==> src/rtl/ladder_button_debounce_press_classifier_unit_assert.svh <==
// Assertion macros for the ladder button classifier.
`ifndef LADDER_BUTTON_DEBOUNCE_PRESS_CLASSIFIER_UNIT_ASSERT_SVH
`define LADDER_BUTTON_DEBOUNCE_PRESS_CLASSIFIER_UNIT_ASSERT_SVH

// check cons in the same cycle as ante
`define LBDPC_ASSERT_SAME(label, ante, cons, msg) \
   label: assert property (@(posedge clock) disable iff (reset) (ante) |-> (cons)) \
      else $error(msg);

// check cons in the cycle after ante
`define LBDPC_ASSERT_NEXT(label, ante, cons, msg) \
   label: assert property (@(posedge clock) disable iff (reset) (ante) |=> (cons)) \
      else $error(msg);

`endif

==> src/rtl/lbdpc_pkg.sv <==
package lbdpc_pkg;

   localparam int LIMIT_BITS = 12;
   localparam int COUNT_BITS = 4;
   localparam int HOLD_BITS  = 12;
   localparam int CSR_INDEX_BITS = 3;

   localparam logic [HOLD_BITS-1:0] HOLD_MAX = {HOLD_BITS{1'b1}};

   typedef enum logic [2:0] {
      PAD_UP   = 3'd0,
      PAD_DOWN = 3'd1,
      PAD_PLAY = 3'd2,
      PAD_MENU = 3'd3,
      PAD_IDLE = 3'd4
   } btn_type;

   localparam logic KIND_SHORT = 1'b0;
   localparam logic KIND_LONG  = 1'b1;

   localparam logic [CSR_INDEX_BITS-1:0] CSR_UP_LIMIT   = 3'd0;
   localparam logic [CSR_INDEX_BITS-1:0] CSR_DOWN_LIMIT = 3'd1;
   localparam logic [CSR_INDEX_BITS-1:0] CSR_PLAY_LIMIT = 3'd2;
   localparam logic [CSR_INDEX_BITS-1:0] CSR_MENU_LIMIT = 3'd3;
   localparam logic [CSR_INDEX_BITS-1:0] CSR_STABLE     = 3'd4;
   localparam logic [CSR_INDEX_BITS-1:0] CSR_LONG_PRESS = 3'd5;

   localparam logic [LIMIT_BITS-1:0] RST_UP_LIMIT   = 12'd600;
   localparam logic [LIMIT_BITS-1:0] RST_DOWN_LIMIT = 12'd1400;
   localparam logic [LIMIT_BITS-1:0] RST_PLAY_LIMIT = 12'd2400;
   localparam logic [LIMIT_BITS-1:0] RST_MENU_LIMIT = 12'd3100;
   localparam logic [COUNT_BITS-1:0] RST_STABLE     = 4'd3;
   localparam logic [HOLD_BITS-1:0]  RST_LONG_PRESS = 12'd50;

   typedef struct packed {
      logic [LIMIT_BITS-1:0] up_limit;
      logic [LIMIT_BITS-1:0] down_limit;
      logic [LIMIT_BITS-1:0] play_limit;
      logic [LIMIT_BITS-1:0] menu_limit;
      logic [COUNT_BITS-1:0] stable_polls;
      logic [HOLD_BITS-1:0]  long_press_polls;
   } cfg_type;

   typedef struct packed {
      logic       valid;
      logic [1:0] button;
      logic       kind;
   } press_evt_type;

endpackage

==> src/rtl/lbdpc_classify.sv <==
module lbdpc_classify
   import lbdpc_pkg::*;
#(
   parameter int SAMPLE_BITS = 12
) (
   input  logic [SAMPLE_BITS-1:0] sample,
   input  cfg_type                cfg,
   output btn_type                cls
);

   localparam int CMP_BITS = (SAMPLE_BITS > LIMIT_BITS) ? SAMPLE_BITS : LIMIT_BITS;

   logic [CMP_BITS-1:0] mv;

   assign mv = CMP_BITS'(sample);

   always_comb begin
      if (mv < CMP_BITS'(cfg.up_limit)) begin
         cls = PAD_UP;
      end else if (mv < CMP_BITS'(cfg.down_limit)) begin
         cls = PAD_DOWN;
      end else if (mv < CMP_BITS'(cfg.play_limit)) begin
         cls = PAD_PLAY;
      end else if (mv < CMP_BITS'(cfg.menu_limit)) begin
         cls = PAD_MENU;
      end else begin
         cls = PAD_IDLE;
      end
   end

endmodule

==> src/rtl/lbdpc_tracker.sv <==
module lbdpc_tracker
   import lbdpc_pkg::*;
(
   input  logic          clock,
   input  logic          reset,
   input  logic          step,
   input  btn_type       cls,
   input  cfg_type       cfg,
   output press_evt_type evt
);

   btn_type               confirmed_ff, confirmed_in;
   btn_type               candidate_ff, candidate_in;
   logic [COUNT_BITS-1:0] run_ff, run_in;
   logic [HOLD_BITS-1:0]  hold_ff, hold_in;
   logic                  long_sent_ff, long_sent_in;
   logic                  stable;

   always_comb begin
      confirmed_in = confirmed_ff;
      candidate_in = candidate_ff;
      run_in       = run_ff;
      long_sent_in = long_sent_ff;
      evt          = '{valid: 1'b0, button: 2'd0, kind: KIND_SHORT};

      hold_in = (hold_ff != HOLD_MAX) ? hold_ff + 1'b1 : hold_ff;

      if (cls == candidate_ff) begin
         if (run_ff < cfg.stable_polls) begin
            run_in = run_ff + 1'b1;
         end
      end else begin
         candidate_in = cls;
         run_in       = COUNT_BITS'(1);
      end

      stable = (run_in >= cfg.stable_polls);

      if (stable) begin
         if (cls != confirmed_ff) begin
            confirmed_in = cls;
            if (cls != PAD_IDLE) begin
               hold_in      = '0;
               long_sent_in = 1'b0;
            end else if (!long_sent_ff) begin
               evt = '{valid: 1'b1, button: confirmed_ff[1:0], kind: KIND_SHORT};
            end
         end
         if (confirmed_in != PAD_IDLE && !long_sent_in &&
             hold_in >= cfg.long_press_polls) begin
            long_sent_in = 1'b1;
            evt = '{valid: 1'b1, button: confirmed_in[1:0], kind: KIND_LONG};
         end
      end
   end

   always_ff @(posedge clock) begin
      if (reset) begin
         confirmed_ff <= PAD_IDLE;
         candidate_ff <= PAD_IDLE;
         run_ff       <= '0;
         hold_ff      <= '0;
         long_sent_ff <= 1'b0;
      end else if (step) begin
         confirmed_ff <= confirmed_in;
         candidate_ff <= candidate_in;
         run_ff       <= run_in;
         hold_ff      <= hold_in;
         long_sent_ff <= long_sent_in;
      end
   end

endmodule

==> src/rtl/ladder_button_debounce_press_classifier_unit.sv <==
// Debounces a resistor-ladder button pad and classifies presses. Each word on the
// request side is one poll sample in millivolts; four ascending limits map it to
// up, down, play, menu or no button. A class must repeat for stable_polls polls
// before it is taken. Releasing a button gives a short-press word unless its long
// press already went out; holding it for long_press_polls stable polls gives one
// long-press word. One sample is taken every clock cycle while the result side is
// not stalled; a sample goes from the input register through the debounce update,
// and any result word into the result register. A stalled result side holds the
// pipeline after one more sample is buffered. The user must write registers on the
// csr port only while no sample is in flight; the block does not enforce this.
`include "ladder_button_debounce_press_classifier_unit_assert.svh"

module ladder_button_debounce_press_classifier_unit
   import lbdpc_pkg::*;
#(
   parameter  int SAMPLE_BITS = 12,
   localparam int REQ_BITS    = ((SAMPLE_BITS + 7) / 8) * 8
) (
   input  logic                      clock,
   input  logic                      reset,

   input  logic                      csr_we,
   input  logic [CSR_INDEX_BITS-1:0] csr_index,
   input  logic [LIMIT_BITS-1:0]     csr_wdata,

   input  logic                      req_tvalid,
   output logic                      req_tready,
   input  logic [REQ_BITS-1:0]       req_tdata,  // sample_mv, zero pad

   output logic                      rsp_tvalid,
   input  logic                      rsp_tready,
   output logic [7:0]                rsp_tdata,  // button, zero pad
   output logic [0:0]                rsp_tuser   // press_kind
);

   cfg_type                cfg_ff, cfg_in;
   logic                   in_valid_ff, in_valid_in;
   logic [SAMPLE_BITS-1:0] in_sample_ff, in_sample_in;
   logic                   out_valid_ff, out_valid_in;
   logic [1:0]             out_button_ff, out_button_in;
   logic                   out_kind_ff, out_kind_in;
   logic                   advance;
   logic                   req_take;
   btn_type                cls;
   press_evt_type          evt;

   always_comb begin
      cfg_in = cfg_ff;
      if (csr_we) begin
         case (csr_index)
            CSR_UP_LIMIT:   cfg_in.up_limit         = csr_wdata;
            CSR_DOWN_LIMIT: cfg_in.down_limit       = csr_wdata;
            CSR_PLAY_LIMIT: cfg_in.play_limit       = csr_wdata;
            CSR_MENU_LIMIT: cfg_in.menu_limit       = csr_wdata;
            CSR_STABLE:     cfg_in.stable_polls     = csr_wdata[COUNT_BITS-1:0];
            CSR_LONG_PRESS: cfg_in.long_press_polls = csr_wdata[HOLD_BITS-1:0];
            default:        cfg_in                  = cfg_ff;
         endcase
      end
   end

   always_ff @(posedge clock) begin
      if (reset) begin
         cfg_ff <= '{up_limit: RST_UP_LIMIT, down_limit: RST_DOWN_LIMIT,
                     play_limit: RST_PLAY_LIMIT, menu_limit: RST_MENU_LIMIT,
                     stable_polls: RST_STABLE, long_press_polls: RST_LONG_PRESS};
      end else begin
         cfg_ff <= cfg_in;
      end
   end

   assign advance    = in_valid_ff && (!out_valid_ff || rsp_tready);
   assign req_tready = !in_valid_ff || advance;
   assign req_take   = req_tvalid && req_tready;

   always_comb begin
      in_valid_in  = in_valid_ff;
      in_sample_in = in_sample_ff;
      if (req_take) begin
         in_valid_in  = 1'b1;
         in_sample_in = req_tdata[SAMPLE_BITS-1:0];
      end else if (advance) begin
         in_valid_in = 1'b0;
      end
   end

   lbdpc_classify #(
      .SAMPLE_BITS(SAMPLE_BITS)
   ) u_classify (
      .sample(in_sample_ff),
      .cfg   (cfg_ff),
      .cls   (cls)
   );

   lbdpc_tracker u_tracker (
      .clock(clock),
      .reset(reset),
      .step (advance),
      .cls  (cls),
      .cfg  (cfg_ff),
      .evt  (evt)
   );

   always_comb begin
      out_valid_in  = out_valid_ff;
      out_button_in = out_button_ff;
      out_kind_in   = out_kind_ff;
      if (!out_valid_ff || rsp_tready) begin
         out_valid_in  = advance && evt.valid;
         out_button_in = evt.button;
         out_kind_in   = evt.kind;
      end
   end

   always_ff @(posedge clock) begin
      if (reset) begin
         in_valid_ff  <= 1'b0;
         out_valid_ff <= 1'b0;
      end else begin
         in_valid_ff  <= in_valid_in;
         out_valid_ff <= out_valid_in;
      end
      in_sample_ff  <= in_sample_in;
      out_button_ff <= out_button_in;
      out_kind_ff   <= out_kind_in;
   end

   assign rsp_tvalid = out_valid_ff;
   assign rsp_tdata  = {6'd0, out_button_ff};
   assign rsp_tuser  = out_kind_ff;

   `LBDPC_ASSERT_SAME(a_no_advance_on_stall, out_valid_ff && !rsp_tready, !advance,
      "sample advanced into a stalled result register")
   `LBDPC_ASSERT_SAME(a_full_input_blocks, in_valid_ff && !advance, !req_tready,
      "request accepted while the input register was held")
   `LBDPC_ASSERT_NEXT(a_event_lands, advance && evt.valid, out_valid_ff,
      "press event was not loaded into the result register")

endmodule
==> config.mk <==
export PLATFORM = sky130hd
export DESIGN_NAME = ladder_button_debounce_press_classifier_unit
export DESIGN_NICKNAME = d
export VERILOG_FILES = /design/src/rtl/lbdpc_pkg.sv /design/src/rtl/lbdpc_classify.sv /design/src/rtl/lbdpc_tracker.sv /design/src/rtl/ladder_button_debounce_press_classifier_unit.sv
export VERILOG_INCLUDE_DIRS = /design/src /design/src/rtl
export SDC_FILE = /design/constraint.sdc
export NUM_CORES = 1
export LEC_CHECK = 0
export CORE_ASPECT_RATIO = 0.9
export CORE_MARGIN = 3
export CORE_UTILIZATION = 55
export CTS_BUF_LIST = sky130_fd_sc_hd__clkbuf_16
export CTS_CLUSTER_SIZE = 20
export DETAILED_ROUTE_END_ITERATION = 7
export DONT_BUFFER_PORTS = 1
export PLACE_DENSITY = 0.7
export SLEW_MARGIN = 10
export SYNTH_ARGS = -nofsm -noshare
export SYNTH_HDL_FRONTEND = slang
export SYNTH_SLANG_ARGS = --single-unit
==> constraint.sdc <==
create_clock -name clock -period 6.05 [get_ports clock]
set_input_delay 0.3025 -clock clock [delete_from_list [all_inputs] [get_ports clock]]
set_output_delay 0.3025 -clock clock [all_outputs]
set_load 0.05 [all_outputs]
After elaboration in Yosys (flattened, before gate mapping). Cells that the tools add are included.

Flip-flop bits (word level): 104. Input bits: 36. Output and inout port bits: 11. Logic and storage cells: 80.

Add/subtract/negate cells: 2. Magnitude comparators: 7. Equality and inequality tests: 10. Multiplexer cells: 24. Bitwise gates (word level): 1. Reductions and logical operators: 20.

Operators with widths (number): two-way mux 12 bit (5); less-than comparator 12 bit (4); two-way mux 4 bit (7); two-way mux 3 bit (6); AND reduction 2 bit (8); adder 12 x 1 -> 12 bit, second input constant (1); >= comparator 12 bit (1); != test 12 bit, second input constant (1); equality test 3 x 2 -> 1 bit, second input constant (2); equality test 3 bit, second input constant (2); two-way mux 1 bit (6); != test 3 bit, second input constant (2); logical AND 1 bit (5); adder 4 x 1 -> 4 bit, second input constant (1); >= comparator 4 bit (1); less-than comparator 4 bit (1); equality test 3 x 1 -> 1 bit, second input constant (1); equality test 3 bit (1); logical NOT 1 bit (3); logical NOT 3 bit (1); != test 3 bit (1); logical OR 1 bit (2); nonzero test 2 bit (1); NOT 1 bit (1).

Depth between registers and ports, before layout. Gate-level depths: netlist (run 1).

Depth after elaboration: 15. Gate-level depth with buffers: 20. Depth with buffers taken out: 19.

Modules after synthesis. From an unflattened synthesis (run 1), not the netlist that was laid out.

Cell total of the unflattened synthesis: 690. Area, all modules: 6279.8 um^2.

By module, submodules not included: ladder_button_debounce_press_classifier_unit (instances 1, cells an instance 277, area each 3155.5 um^2, seq. area each 1771.7 um^2); lbdpc_tracker (instances 1, cells an instance 255, area each 2003.2 um^2, seq. area each 460.4 um^2); lbdpc_classify (instances 1, cells an instance 158, area each 1121.1 um^2, seq. area each 0.0 um^2).

Worst setup path before layout (run 1). Ideal clock, no wire load.

Path kind: reg-to-reg. From: register in_sample_ff[2]. To: register u_tracker.hold_ff[9]. Setup time: 0.091 ns. Data arrival time: 4.237 ns. Required time: 5.959 ns. Slack: 1.722 ns. Cell stages (with the launch flop): 20. Path buffers: 1. Period minus slack after synthesis: 4.328 ns. Cells stage by stage: edfxtp_1 > ha_1 > a211o_1 > a31oi_1 > nor3_1 > o41a_1 > o211a_2 > a2111oi_4 > nand2_1 > a21oi_1 > ha_1 > nand2b_1 > a21o_1 > a21o_1 > a21oi_1 > nor2_1 > a31oi_1 > o21ai_1 > buf_4 > a311oi_1.

Word-level cells in the longest chain between the ends: 10. Elaborated cells on any way between the ends: 17. Classes of those cells: 5 x order compare; 3 x eq/ne; 9 x mux.

RTL lines: from (decl) (RTL line ladder_button_debounce_press_classifier_unit.sv:38) `logic [SAMPLE_BITS-1:0] in_sample_ff, in_sample_in;`; from (signal assigned) (RTL line ladder_button_debounce_press_classifier_unit.sv:123) `in_sample_ff <= in_sample_in;`; less-than comparator 12 bit (RTL line lbdpc_classify.sv:24) `end else if (mv < CMP_BITS'(cfg.menu_limit)) begin`; two-way mux 3 bit (RTL line lbdpc_classify.sv:24); two-way mux 3 bit (RTL line lbdpc_classify.sv:22) `end else if (mv < CMP_BITS'(cfg.play_limit)) begin`; two-way mux 3 bit (RTL line lbdpc_classify.sv:20) `end else if (mv < CMP_BITS'(cfg.down_limit)) begin`; two-way mux 3 bit (*) (RTL line lbdpc_classify.sv:18) `if (mv < CMP_BITS'(cfg.up_limit)) begin`; parallel branches: the longest is 4 deep, another holds >= comparator 4 bit; two-way mux 12 bit (*) (RTL line lbdpc_tracker.sv:39) `if (stable) begin`; to (signal assigned) (RTL line lbdpc_tracker.sv:68) `hold_ff <= hold_in;`; to (decl) (RTL line lbdpc_tracker.sv:15) `logic [HOLD_BITS-1:0] hold_ff, hold_in;`.

Mark *: on every way between the ends. The select of a mux whose other input is x is not followed. A chain may end at the register's enable or synchronous reset.

Final worst setup path (run 1).
From: register in_sample_ff[2]. To: register u_tracker.hold_ff[7].

Same word-level chain as after synthesis.

==> flow_summary.toml, run 1 <==
[run_status]
status = "finished, final reports clean"

[yosys]
syn_area_um2 = 5926
ys_warn_count = 0
ys_types = 57
synth_edf_count = 15
seq_area_frac_synth_pct = 37.67
ys.flop_type = "dfxtp_1"
synth_area_leaders = "dfxtp_1, ha_1, nand2_1"
postSynthCellCount = 709
synth_top_area_cell = "dfxtp_1"
postSynthAreaPerCell_um2 = 8.358
synthArstFlopShare_pct = 0
synth_top_area_share_pct = 30.07
ys_ff_latch = 104

[clocking]
cts_buffers = 9
clock_sinks = 104
tritoncts = "built"
worstSkewPairLatency_ns = 0.35
path_clk_slew_ns = 0.07
cts-root-buf = "clkbuf_16"
postCtsHoldBufs = 0
htree_levels = 3
ctsLongestPathBuffers = 2
cts_setup_buffers = 0
cts_resized = 0

[die]
fp.coreArea_um2 = 10380
rows = 35
start_util_pct = 57.09
die_w_um = 115.4
die_h_um = 104.5
dieArea_um2 = 12060
ios = 47

[drt]
dr.pass1.iters = 5
vias_per_cell = 5.838
drtIter0Drc = 277
wirelength_um = 13390
drc = 0
wl_per_cell_um = 16.07
ant_nets = 0
vias = 4863

[sta]
report.final.slew_viol_count = 0
fin_crit_ns = 5.278
period_share_pct = 87.25
slew_headroom_pct = 25.42
fmax_mhz = 189.5
worst_clock_skew_ns = 0.009045
final-setup-viol-count = 0
fin_tns_setup_ns = 0
hold_viol_final = 0
rsz0062_at_grt = "no"
hold_slack_ns = 0.02426
worst_pin_slew_ns = 1.115

[setup_path]
max_stage_delay_ns = 0.59
critPathKind = "flip-flop to flip-flop"
r2r_cells = 19
required_ns = 6.31
crit_path_end_kind = "flip-flop"
path_cells = "ha_1 -> a21oi_1 -> o21ai_0 -> a221oi_1 -> o21ai_0 -> o211a_2 -> a2111oi_4 -> nand2_1 -> a21oi_1 -> ha_1 -> nand2b_1 -> a21o_1 -> a21o_1 -> a21oi_1 -> buf_4 -> nor2_1 -> a31oi_1 -> o21ai_1 -> a311oi_1"
cpMostUsedCell = "a21oi_1"
path_max_fanout = 12
cp.arrival_ns = 5.54
slowest_stage = "a2111oi_4"
cp-start-kind = "flip-flop"

[power_and_ir_drop]
pwr-share-clk_pct = 39.2
power_density_nw_per_um2 = 242.1
peakVddDrop_mv = 0.1672
swShare_pct = 25.92
combinationalPowerShare_pct = 12.3
power.leakage_nw = 2.553
p_switching_uw = 395.2
p_seq_share_pct = 48.5
intPower_mw = 1.130

[layout]
num-fill-cells = 909
final_common_cell = "nand2_1"
nets = 800
drive_gt1_share_pct = 4.545
area_growth_pct = 6.271
final_cell_mix = "nand2_1, dfxtp_1, inv_1"
n_antenna_cell = 0

[global_routing]
grt_first_pass_wirelength_um = 22470
grt_use_total_pct = 23.35
gr-total-overflow = 0
antenna_found_initial = 0
grt_max_degree = 51
grt_pass1_vias = 4629

[placed_design]
io_buffers = 0
dp_hpwl_um = 9762
gp_congestion = 0.8442

[min_path]
hold_depth = 1
hold_path_class = "input pin to flip-flop"

[run]
cap_violations = 0
==> per-stage QoR <==
stage,std cells,utilization (%),total power [mW],cell area [um2],worst slack [ns]
2_1_floorplan,714,-,0.9001,5944,1.722
3_3_place_gp,817,57.75,0.9313,5993,0.9293
3_5_place_dp,817,57.75,0.9386,5993,0.8927
4_1_cts,833,60.65,1.529,6295,0.8486
5_1_grt,833,60.68,1.588,6297,0.1564
6_report,833,60.68,1.525,6297,0.7716
==> final timing paths <==
kind	from	endpoint	slack, ns
worst max-delay path	in_sample_ff[2]	u_tracker.hold_ff[7]	0.77
worst min-delay path	reset	cfg_ff[60]	0.02
worst max register to register	in_sample_ff[2]	u_tracker.hold_ff[7]	0.77
worst min register to register	cfg_ff[59]	cfg_ff[59]	0.45
==> synthesized netlist by cell type, types with 3 or more instances <==
library cell  number
nand3_1           14
xor2_1             9
clkbuf_1          19
mux2i_1            9
and3_1             7
nor2b_1            6
o211ai_1          33
a211o_1            4
inv_1             66
a21oi_1           66
nand2b_1          13
nand2_1          130
o21ai_0           13
nor3_1             8
nor4_1             4
nor2_1            48
edfxtp_1          15
a21o_1            11
or2_2              5
a31oi_1            8
o2111ai_1          4
ha_1              65
dfxtp_1           89
a311oi_1           3
xnor2_1            6
nand4_1            8
buf_4              7
a211oi_1           5
==> critical path, delay by kind of cell, from the launching register on <==
| family | cells | cell delay (ns) |
|---|---|---|
| flip-flops | 1 | 0.47 |
| AO/OA/AOI/OAI | 13 | 3.50 |
| buffers and inverters | 1 | 0.18 |
| adder cells (fa/ha/maj) | 2 | 0.57 |
| AND/OR/NAND/NOR | 3 | 0.46 |
==> layer usage <==
metal  vias to the layer above  routed length, um  GRT usage [%]
li1                       2449                  -              -
met1                      2297               6358          31.46
met2                       106               6128          37.52
met3                        11                748          5.876
met4                         0                152          5.448
met5                         -                  0              0
==> power groups by stage <==
stage	logic, mW	registers, mW	clock network (mW)
final	0.187	0.740	0.598
after CTS	0.185	0.740	0.605
after detailed placement	0.183	0.756	0
after floorplan	0.151	0.749	0
after global routing	0.211	0.742	0.635
after global placement	0.176	0.756	0
==> cell families (layout without fill, tap and decap cells) <==
family	Yosys count	count (layout)	share of synthesized area (%)
simple gates	249	249	18.37
compound gates	172	172	20.02
flops	104	104	37.67
buf+inv	94	84	6.419
fa+ha+maj	65	65	13.72
xor+xnor	15	15	2.217
mux	9	9	1.520
other cells	1	6	0.06328
==> cell type report <==
| cell class | instances | area, um2 | area share [%] |
|---|---|---|---|
| timing repair buffer | 2 | 15.01 | 0.2384 |
| multi-input combinational | 516 | 3339 | 53.03 |
| clock buffer | 10 | 250.2 | 3.974 |
| inverter | 66 | 247.7 | 3.934 |
| sequential | 104 | 2232 | 35.45 |
| tap | 129 | 161.4 | 2.563 |
| clock inverter | 6 | 51.30 | 0.8146 |
==> state kept, by name, summed over array words and instances (netlist names) <==
register and flops:
cfg_ff 64, in_valid_ff 1, u_tracker.run_ff 4, u_tracker.hold_ff 12
u_tracker.confirmed_ff 3, rsp_tvalid 1, in_sample_ff 12, rsp_tuser 1
out_button_ff 2, u_tracker.candidate_ff 3, u_tracker.long_sent_ff 1
(Power assumes the default switching activity.)
==> run 2: changes to the inputs <==
Settings changed: CORE_MARGIN 3 to unset, CORE_UTILIZATION 55 to 60, PLACE_DENSITY 0.7 to 0.76.
==> flow_summary.toml, run 2 (same netlist as run 1, synthesis figures left out) <==
[run_status]
status = "finished, final reports clean"

[power_and_ir_drop]
swShare_pct = 25.89
power_density_nw_per_um2 = 247.1
intPower_mw = 1.157
p_seq_share_pct = 47.4
peakVddDrop_mv = 0.1900
power.leakage_nw = 2.560
combinationalPowerShare_pct = 11.9
p_switching_uw = 404.3
pwr-share-clk_pct = 40.7
total_power_mw = 1.561

[sta]
report.final.slew_viol_count = 0
hold_slack_ns = 0.03378
hold_viol_final = 0
final-setup-viol-count = 0
worst_clock_skew_ns = 0.01016
fin_tns_setup_ns = 0
rsz0062_at_grt = "no"
period_share_pct = 86.42
slew_headroom_pct = 14.98
worst_pin_slew_ns = 1.271
fmax_mhz = 191.3
fin_crit_ns = 5.228

[clocking]
worstSkewPairLatency_ns = 0.35
postCtsHoldBufs = 0
clock_sinks = 104
htree_levels = 3
cts_setup_buffers = 0
path_clk_slew_ns = 0.07
cts-root-buf = "clkbuf_16"
ctsLongestPathBuffers = 2
cts_resized = 0
tritoncts = "built"
cts_buffers = 9

[die]
fp.coreArea_um2 = 9614
ios = 47
dieArea_um2 = 10280
rows = 34
die_h_um = 96.28
die_w_um = 106.8
start_util_pct = 61.63

[setup_path]
slowest_stage = "o21ai_1"
crit_path_end_kind = "flip-flop"
critPathKind = "flip-flop to flip-flop"
path_cells = "ha_1 -> a21o_1 -> a221oi_1 -> o21ai_0 -> o211a_2 -> a2111oi_4 -> nand2_1 -> a21oi_1 -> ha_1 -> nand2b_1 -> a21o_1 -> a21o_1 -> a21oi_1 -> buf_4 -> nor2_1 -> nand2_1 -> o21ai_1 -> nor3_1"
r2r_slack_ns = 0.82
path_max_fanout = 12
cpMostUsedCell = "a21o_1"
cp.arrival_ns = 5.43
required_ns = 6.25
cp-start-kind = "flip-flop"
max_stage_delay_ns = 0.73

[drt]
wirelength_um = 13270
vias_per_cell = 5.898
dr.pass1.iters = 5
drtIter0Drc = 275
ant_nets = 0
vias = 4901
wl_per_cell_um = 15.97
drc = 0

[placed_design]
io_buffers = 0
gp_congestion = 0.8575
dp_hpwl_um = 9774

[global_routing]
gr-total-overflow = 0
grt_pass1_vias = 4607
antenna_found_initial = 0
grt_use_total_pct = 27.49
grt_max_degree = 51
grt_first_pass_wirelength_um = 21900

[layout]
reg_top3 = "cfg_ff x64, in_sample_ff x12, u_tracker.hold_ff x12"
final_common_cell = "nand2_1"
n_antenna_cell = 0
largest_reg_flops = 64
fin_util_pct = 65.72
drive_gt1_share_pct = 4.681
final_cell_mix = "nand2_1, dfxtp_1, inv_1"
nets = 801
top_register = "cfg_ff"
area_growth_pct = 6.630

[min_path]
hold_path_class = "input pin to flip-flop"

[run]
cap_violations = 0
run 2: cell types whose count changed in the layout (fill, tap and decap cells not counted), sizes merged:
cell	before	now
buf	2	3
bufinv	1	2
clkbuf	10	9
clkinv	2	1
inv	69	70
run 2: power by group through the flow:
stage	sequential (mW)	combinational [mW]	clock, mW
2_1_floorplan	0.749	0.151	0
3_3_place_gp	0.755	0.174	0
3_5_place_dp	0.756	0.182	0
4_1_cts	0.740	0.184	0.645
5_1_grt	0.743	0.208	0.674
6_report	0.740	0.186	0.636
run 2: worst paths after layout:
check | startpoint | endpoint | cells after the start
max | in_sample_ff[4] | u_tracker.hold_ff[8] | 18
min | reset | u_tracker.candidate_ff[0] | 1
max reg2reg | in_sample_ff[4] | u_tracker.hold_ff[8] | 18
min reg2reg | cfg_ff[2] | cfg_ff[2] | 2
run 2: layer usage:
layer	share of wire (%)	up-vias	GRT usage [%]
met3	5.7	12	5.416
met2	48	135	47.58
met5	0	-	0
met4	1.0	0	8.333
li1	-	2465	-
met1	46	2289	34.76
run 2: critical path, delay by kind of cell, from the launching register on:
| kind | cells | cell delay (ns) |
|---|---|---|
| AND/OR/NAND/NOR | 5 | 0.87 |
| AO/OA/AOI/OAI | 10 | 3.08 |
| flip-flops | 1 | 0.49 |
| buffers and inverters | 1 | 0.16 |
| adder cells (fa/ha/maj) | 2 | 0.47 |
run 2: per-stage QoR:
| step | instances | instance area [um2] | setup slack, ns |
|---|---|---|---|
| 6_report | 831 | 6319 | 0.8218 |
| 3_3_place_gp | 815 | 5992 | 1.033 |
| 3_5_place_dp | 815 | 5992 | 0.9395 |
| 2_1_floorplan | 714 | 5944 | 1.722 |
| 4_1_cts | 831 | 6319 | 0.8998 |
| 5_1_grt | 831 | 6319 | 0.3328 |
run 2: area by class of cell:
type | instances | area (um2)
fillers | 841 | 3296
multi-input cells | 516 | 3332
clock inverters | 7 | 101.3
flip-flops and latches | 104 | 2232
inverters | 66 | 247.7
clock buffers | 9 | 225.2
well taps | 126 | 157.7
repair buffers | 3 | 22.52
==> run 3: changes to the inputs <==
Settings changed: SLEW_MARGIN 10 to 30, SYNTH_HIERARCHICAL set to 1.
==> flow_summary.toml, run 3 <==
[run_status]
status = "finished, final reports clean"

[setup_path]
path_max_fanout = 16
r2r-end = "rsp_tvalid"
max_stage_delay_ns = 0.57
path_cells = "ha_1 -> a211oi_1 -> o21ai_0 -> a221oi_1 -> o21ai_1 -> o21a_1 -> and2_1 -> or4_4 -> a2111oi_4 -> nor3_2 -> a211oi_1 -> ha_1 -> o21ai_0 -> a21oi_1 -> o31a_1 -> o311a_1 -> or2_2 -> nand2_1 -> a21oi_1"
crit_path_end_kind = "flip-flop"
cp-start-kind = "flip-flop"
r2r_cells = 19
reg2reg_from = "in_sample_ff[2]"
r2r_slack_ns = 0.83
critPathCapture = "rsp_tvalid"
startpoint = "in_sample_ff[2]"
required_ns = 6.28
slowest_stage = "or4_4"
critPathKind = "flip-flop to flip-flop"
cp.arrival_ns = 5.45

[clocking]
cts_setup_buffers = 0
htree_levels = 3
cts_resized = 0
worstSkewPairLatency_ns = 0.35
postCtsHoldBufs = 0
clock_sinks = 104
cts_buffers = 9
ctsLongestPathBuffers = 2
path_clk_slew_ns = 0.07
tritoncts = "built"
cts-root-buf = "clkbuf_16"

[yosys]
synth_mux_area_share_pct = 11.48
yosys.area_share.simple_pct = 21.02
ys_warn_count = 6
synth_top_family_by_area = "simple AND/OR/NAND/NOR gates"
postSynthAreaPerCell_um2 = 9.101
synth_fa_ha_area_share_pct = 12.95
yosys-top-cells-count = "dfxtp_1, nor2_1, mux2i_1, ha_1, inv_1"
synth_area_leaders = "dfxtp_1, ha_1, mux2i_1"
ys_types = 62
syn_area_um2 = 6280
synth_edf_count = 15
postSynthCellCount = 690
synth-xor-area-share_pct = 2.789
seq_area_frac_synth_pct = 35.54
synth_top_area_cell = "dfxtp_1"
synth_compound_area_share_pct = 9.524
synth.most_common_cell = "dfxtp_1"
ys_ff_latch = 104
synth_top_area_share_pct = 28.37
synthArstFlopShare_pct = 0
ys.flop_type = "dfxtp_1"

[sta]
setup_slack_ns = 0.8313
final-setup-viol-count = 0
report.final.slew_viol_count = 0
rsz0062_at_grt = "no"
worst_clock_skew_ns = 0.007920
hold_viol_final = 0
fin_crit_ns = 5.219
period_share_pct = 86.26
fmax_mhz = 191.6
fin_tns_setup_ns = 0
slew_headroom_pct = 36.57
worst_pin_slew_ns = 0.9460

[drt]
drc = 0
wl_per_cell_um = 16.08
drtIter0Drc = 230
vias = 4634
wirelength_um = 12970
vias_per_cell = 5.742
dr.pass1.iters = 4
ant_nets = 0

[placed_design]
io_buffers = 0
dp_hpwl_um = 9589
gp_congestion = 0.8715
dp_worst_setup_slack_ns = 0.9362
dpl-instance-area_um2 = 6301

[layout]
area_growth_pct = 5.559
final_cell_mix = "dfxtp_1, nor2_1, mux2i_1"
largest_reg_flops = 64
drive_gt1_share_pct = 4.572
num-fill-cells = 824
final_common_cell = "dfxtp_1"
top_register = "cfg_ff"
reg_top3 = "cfg_ff x64, in_sample_ff x12, u_tracker/hold_ff x12"
nets = 774
fin_util_pct = 64.97
n_antenna_cell = 0
postLayoutCellArea_um2 = 6629

[die]
fp.coreArea_um2 = 10200
dieArea_um2 = 10880
rows = 35
ios = 47
die_h_um = 99.06
start_util_pct = 61.55
die_w_um = 109.8

[global_routing]
antenna_found_initial = 0
grt_first_pass_wirelength_um = 21670
gr-total-overflow = 0
grt_use_total_pct = 25.98
grt_pass1_vias = 4706
grt_max_degree = 102

[power_and_ir_drop]
power_density_nw_per_um2 = 227.0
peakVddDrop_mv = 0.2831
power.leakage_nw = 3.028

[min_path]
hold_path_class = "input pin to flip-flop"
hold_depth = 1

[run]
cap_violations = 0
## run 3: changes by cell type after synthesis, sizes merged, moves of 4 or more
cell	before	now
nand2	130	35
mux2i	9	72
nand2b	13	60
a21oi	66	27
o211ai	33	1
nor2	48	74
and2	2	10
a31oi	8	2
buf	9	15
xor2	9	15
a211o	4	0
a311oi	4	0
nor2b	6	2
## run 3: cell type report
cell class	count	area [um2]	share of cell area, %
multi-input combinational	493	3662	55.25
sequential	104	2232	33.67
inverter	63	236.5	3.567
clock buffer	9	225.2	3.398
tap	129	161.4	2.435
clock inverter	7	96.34	1.453
timing repair buffer	2	15.01	0.2265
## run 3: worst min path at each step
stage	start	end	slack, ns
3_5_place_dp	reset	u_tracker/confirmed_ff[1]	0.38
5_1_grt	reset	u_tracker/run_ff[1]	0.005
2_1_floorplan	req_tdata[0]	in_sample_ff[0]	0.40
4_1_cts	reset	u_tracker/run_ff[1]	0.009
3_3_place_gp	reset	u_tracker/run_ff[1]	0.38
6_report	reset	u_tracker/run_ff[1]	0.01
## run 3: kinds of logic after synthesis
logic type               after synthesis
AO/OA/AOI/OAI                         87
XOR/XNOR                              20
adder cells (fa/ha/maj)               65
buffers and inverters                 98
flip-flops                           104
multiplexers                          72
other                                  1
AND/OR/NAND/NOR                      243
## run 3: power breakdown
group	switching, mW	internal, mW	leakage (nW)
logic	0.0852	0.0609	2.00
clock network	0.263	0.363	0.149
registers	0.0149	0.718	0.876
total	0.364	1.14	3.03
## run 3: layer usage
layer	up-vias	track usage [%]	wire length, um	share of wire, %
met1	2211	32.82	5939	46
met5	-	0	0	0
li1	2318	-	-	-
met2	90	44.66	6375	49
met3	15	5.291	492	3.8
met4	0	6.769	167	1.3
## run 3: critical path, delay by kind of cell, from the launching register on
family / cells / cell delay, ns
simple gates: 5 / 1.41
fa+ha+maj: 2 / 0.65
flops: 1 / 0.48
compound gates: 12 / 2.54
## run 3: metrics by stage
step                hold WS, ns  instances  power [mW]
finish                  0.01049        807       1.505
global route           0.005025        807       1.565
CTS                    0.008693        807       1.513
detailed placement       0.3815        791      0.8921
global placement         0.3792        791      0.8835
floorplan                0.4014        695      0.8737
